$ cat config.mk
export PLATFORM = sky130hd
export DESIGN_NAME = qte_isqrt
export DESIGN_NICKNAME = d
export VERILOG_FILES = /design/src/sv/qte_pkg.sv /design/src/sv/qte_isqrt.sv
export SDC_FILE = /design/constraint.sdc
export NUM_CORES = 2
export LEC_CHECK = 0
export BUFFER_PORTS_ARGS = -buffer_cell sky130_fd_sc_hd__buf_4
export CAP_MARGIN = 20
export CELL_PAD_IN_SITES_DETAIL_PLACEMENT = 2
export CELL_PAD_IN_SITES_GLOBAL_PLACEMENT = 2
export CORE_ASPECT_RATIO = 2
export CORE_MARGIN = 1.5
export CORE_UTILIZATION = 38
export CTS_CLUSTER_SIZE = 16
export DETAILED_ROUTE_END_ITERATION = 8
export PLACE_DENSITY = 0.8
export SYNTH_ARGS = -nofsm -noshare
export SYNTH_HDL_FRONTEND = slang
export SYNTH_SLANG_ARGS = --single-unit
$ cat constraint.sdc
create_clock -name clk -period 4.8 [get_ports clk]
set_clock_uncertainty 0.15 [all_clocks]
set_input_delay 1.2 -clock clk [delete_from_list [all_inputs] [get_ports clk]]
set_output_delay 1.2 -clock clk [all_outputs]
set_load 0.05 [all_outputs]
$ cat src/sv/qte_pkg.sv
`timescale 1ns / 1ps
// ----------------------------------------------------------------------------
// qte_pkg
// Shared widths, stage counts and the arctangent table for the quaternion to
// euler angle pipeline.
// ----------------------------------------------------------------------------
package qte_pkg;

  // component and angle widths
  localparam int CompW  = 16;
  localparam int AngW   = 16;

  // atan2 operand width (exact q30 sums, up to about 2^32 in magnitude)
  localparam int OpW    = 34;

  // clamped asin argument, -2^30..2^30 as a signed value
  localparam int ArgW   = 32;

  // normalization target is 2^NormExp, cordic datapath width
  localparam int NormExp = 40;
  localparam int NormW   = NormExp + 1;
  localparam int CordW   = 45;
  localparam int AccW    = 32;

  // cordic iterations and the shift steps of the normalizer
  localparam int CordicSteps = 28;
  localparam int NormSteps   = 6;
  localparam int NormShift [NormSteps] = '{32, 16, 8, 4, 2, 1};

  // integer square root: 61-bit radicand, 31-bit root, one bit per stage
  localparam int SqInW = 61;
  localparam int SqW   = 31;

  // pipeline depths
  localparam int AtanStages = 3 + CordicSteps + 1;
  localparam int FrontStages = 4;
  localparam int Latency = FrontStages + SqW + AtanStages;

  // atan(2^-i), 2^31 = pi
  localparam logic [AccW-1:0] AtanTab [CordicSteps] = '{
    32'h20000000, 32'h12E4051E, 32'h09FB385B, 32'h051111D4, 32'h028B0D43,
    32'h0145D7E1, 32'h00A2F61E, 32'h00517C55, 32'h0028BE53, 32'h00145F2F,
    32'h000A2F98, 32'h000517CC, 32'h00028BE6, 32'h000145F3, 32'h0000A2FA,
    32'h0000517D, 32'h000028BE, 32'h0000145F, 32'h00000A30, 32'h00000518,
    32'h0000028C, 32'h00000146, 32'h000000A3, 32'h00000051, 32'h00000029,
    32'h00000014, 32'h0000000A, 32'h00000005
  };

  localparam logic [AccW-1:0] HalfTurn = 32'h80000000;
  localparam logic [AccW-1:0] RoundBit = 32'h00008000;

  // operands carried alongside the square root
  typedef struct packed {
    logic signed [OpW-1:0]  t0;
    logic signed [OpW-1:0]  t1;
    logic signed [OpW-1:0]  t3;
    logic signed [OpW-1:0]  t4;
    logic signed [ArgW-1:0] s;
  } side_t;

endpackage

$ cat src/sv/qte_isqrt.sv
`timescale 1ns / 1ps
// ----------------------------------------------------------------------------
// qte_isqrt
// Pipelined exact floor square root, one root bit resolved per stage.
// ----------------------------------------------------------------------------
module qte_isqrt import qte_pkg::*; (
  input  logic             clk,
  input  logic             ce,
  input  logic [SqInW-1:0] in_v,
  output logic [SqW-1:0]   out_q
);

  logic [SqInW-1:0] rem [0:SqW];
  logic [SqW-1:0]   root [0:SqW];

  assign rem[0]  = in_v;
  assign root[0] = '0;
  assign out_q   = root[SqW];

  // one stage per root bit, from the top bit down
  for (genvar k = 0; k < SqW; k++) begin : g_stage
    localparam int B = SqW - 1 - k;
    logic [SqInW:0] trial;
    logic [SqInW:0] rem_ext;
    logic           ge;

    assign trial   = ((SqInW + 1)'(root[k]) << (B + 1)) + ((SqInW + 1)'(1) << (2 * B));
    assign rem_ext = {1'b0, rem[k]};
    assign ge      = rem_ext >= trial;

    always_ff @(posedge clk) begin
      if (ce) begin
        if (ge) begin
          rem[k + 1]  <= SqInW'(rem_ext - trial);
          root[k + 1] <= root[k] | (SqW'(1) << B);
        end else begin
          rem[k + 1]  <= rem[k];
          root[k + 1] <= root[k];
        end
      end
    end
  end

endmodule

==> out/metrics.cfg <==
[power]
total_power_w=0.0628
irDropWorstVdd_mv=0.449
pwr_density_cell_mw_per_mm2=496
total_leakage_power_nw=47.2

[sta]
holdWs_ns=0.237
timing.fmax_ghz=0.194
fin_ws_ns=-0.347
min_period_ns=5.15
slew_headroom=-0.103
period_share=1.07
hold_viol_final=0
final.setup.tns_ns=-5.74
worst_pin_slew_ns=1.64
final_max_slew_viol_count=2
setup_viol=64

[final_layout]
layout-drive-gt1-share=0.0972
fin_nets=9854
final_area_sq_mm=0.127
stdcell_count=13300
nFillCells=28700
syn2layout_area_growth_pct=13.5

[yosys]
synthTopCellsByCount=edfxtp_1, inv_1, a21oi_1, nor2_1, ha_1
synth_top_flop_cell=edfxtp_1
postSynthCellCount=8839
synth_largest_area_cell=edfxtp_1
syn_area_per_cell_sq_um=12.6
synth_edf_count=2326
ys_types=95
synthTopCellsByArea=edfxtp_1, ha_1, xnor2_1
synth_most_common_cell=edfxtp_1
ys_seq_area_frac=0.627
async_flop_share=0
syn_area_sq_mm=0.111
synth_seq_cells=2326
synth_warnings=0
yosysTopAreaCellShare=0.627
syn-num-nets=9426

[route]
postRouteAntennaNets=0
viasPerCell=6.07
first_pass_iters=6
drc_errors=0
wirelength_mm=475
first_iter_violations=5831
wl_per_cell_um=35.6
vias=80900

[worst_setup_path]
r2r_setup_slack_ns=-0.35
critPathKind=flip-flop to flip-flop
worstReg2RegEnd=g_stage[18].rem_ext[56]
reg2reg_from=g_stage[17].rem_ext[44]
end_kind=flip-flop
critPathArrivalTime_ns=5.59
required_ns=5.24
path_max_fanout=15
reg2reg_depth=12
critPathLaunchType=flip-flop

[global_route]
grt_pass1_wl_mm=660
antenna_found_initial=52
grt-ovfl-total=0
grt_pass1_vias=90700
grt.total_usage=0.314
grt_max_degree=188

[clocking]
cts_tree=yes
clk_pin_slew_worst_paths_ns=0.07
cts.root.buffer_cell=clkbuf_16
cts.htree.levels=4
cts_buffers=218
cts_hold_buf=0
clockBufferDepth=4
clkLatencyLatePin_ns=0.97
cts.sinks=2326

[placement]
port_buffers=93
gp_congestion=0.941
place_hpwl_mm=334
placed_cells_incl_taps=12900
place_area_sq_mm=0.119

[floorplan]
die_w_um=386
rows=281
die_h_um=769
initial_utilization=0.382
io_pins=94
core_sq_mm=0.292
die_area_sq_mm=0.297

[hold_path]
min_to=root[143]
min_path_cells=0
hold_start=root[174]
hp-class=flip-flop to flip-flop

[outcome]
status=complete, but fails checks
failed_checks=capacitance limit, slew limit, setup timing

[flow_run]
drv_cap=1

## timing repair
| action | 4_1_cts | 5_1_grt |
|---|---|---|
| gates resized for setup | 1 | 27 |
| pin swaps | 0 | 6 |
| endpoints found under the setup margin | 6 | 131 |
| cloned | 0 | 3 |
| buffers inserted | 0 | 6 |
## worst max-delay path by stage
stage	start	end	cells past startpoint
5_1_grt	root[464]	g_stage[18].rem_ext[56]	13
3_5_place_dp	root[304]	g_stage[23].rem_ext[23]	12
2_1_floorplan	g_stage[25].rem_ext[47]	g_stage[26].rem_ext[42]	10
3_3_place_gp	root[304]	g_stage[23].rem_ext[22]	11
4_1_cts	root[304]	g_stage[23].rem_ext[55]	13
6_report	g_stage[17].rem_ext[44]	g_stage[18].rem_ext[56]	12
## kinds of logic (layout without fill, tap and decap cells)
family	after synthesis	in the layout	synth area share
simple gates	2567	2567	0.121
buf+inv	843	1443	0.0286
compound gates	1686	1686	0.0933
other cells	1	72	0.0000336
xor+xnor	791	791	0.0621
fa+ha+maj	524	524	0.0589
mux	101	101	0.0101
flops	2326	2326	0.627
## layout make-up
| class | instances | area (sq um) | share of cell area |
|---|---|---|---|
| repair buffers | 384 | 3390 | 0.0268 |
| diodes | 71 | 178 | 0.00140 |
| inverters | 667 | 2500 | 0.0198 |
| flip-flops and latches | 2326 | 69800 | 0.552 |
| well taps | 3820 | 4780 | 0.0378 |
| clock buffers | 264 | 5690 | 0.0450 |
| multi-input cells | 5670 | 38800 | 0.306 |
| clock inverters | 128 | 1380 | 0.0109 |
## power breakdown
group          switching, W  internal, W  total (W)
Clock               0.00861      0.00991     0.0185
Combinational        0.0101      0.00572     0.0158
Sequential          0.00264       0.0259     0.0285
## through the flow
step / worst slack [ns] / util
floorplan: 1.21 / -
global placement: -1.49 / 0.407
detailed placement: 0.125 / 0.407
CTS: 0.0394 / 0.431
global route: -0.396 / 0.433
finish: -0.347 / 0.433
## worst max-delay path, stage by stage (launching register included)
cell	delay (ns)
edfxtp_1	0.39
ha_1	0.41
nor2b_2	0.25
buf_4	0.37
nand3_1	1.02
or4_1	0.94
o21ai_0	0.23
nor4b_1	0.11
o21a_1	0.15
a221oi_1	0.37
buf_4	0.18
nand3b_1	0.08
xnor2_1	0.15
## layout by cell type (no fill, tap or decap), types with 38 or more instances in the layout
master	instances
or4_1	53
nor3_1	240
o21ai_0	378
o21a_1	92
ha_1	521
nand2b_1	89
nand2_1	500
clkbuf_1	43
inv_1	665
clkinv_1	40
nor2b_1	83
a211oi_1	38
a21o_1	189
nand3b_1	38
xor2_1	379
diode_2	71
o211ai_1	42
o31ai_1	40
nand4_1	130
nand3_1	173
nor4_1	295
a31oi_1	44
or2_2	44
nor2_1	563
and3_1	47
mux2_2	92
or3_1	79
buf_4	341
edfxtp_1	2326
clkbuf_16	224
a21oi_1	610
xnor2_1	412
nor4b_1	56
## routing by layer
metal  vias up  track usage  routed length, um
li1      34000            -                  -
met1     40700        0.226             122000
met2      3819        0.603             260000
met3      2396       0.0742              25400
met4        42        0.356              67100
met5         -            0                256
## state kept, by name, summed over array words and instances (netlist names)
signal	cells
root	465
g_stage.rem_ext	1830
out_q	31
(Power assumes the default switching activity.)
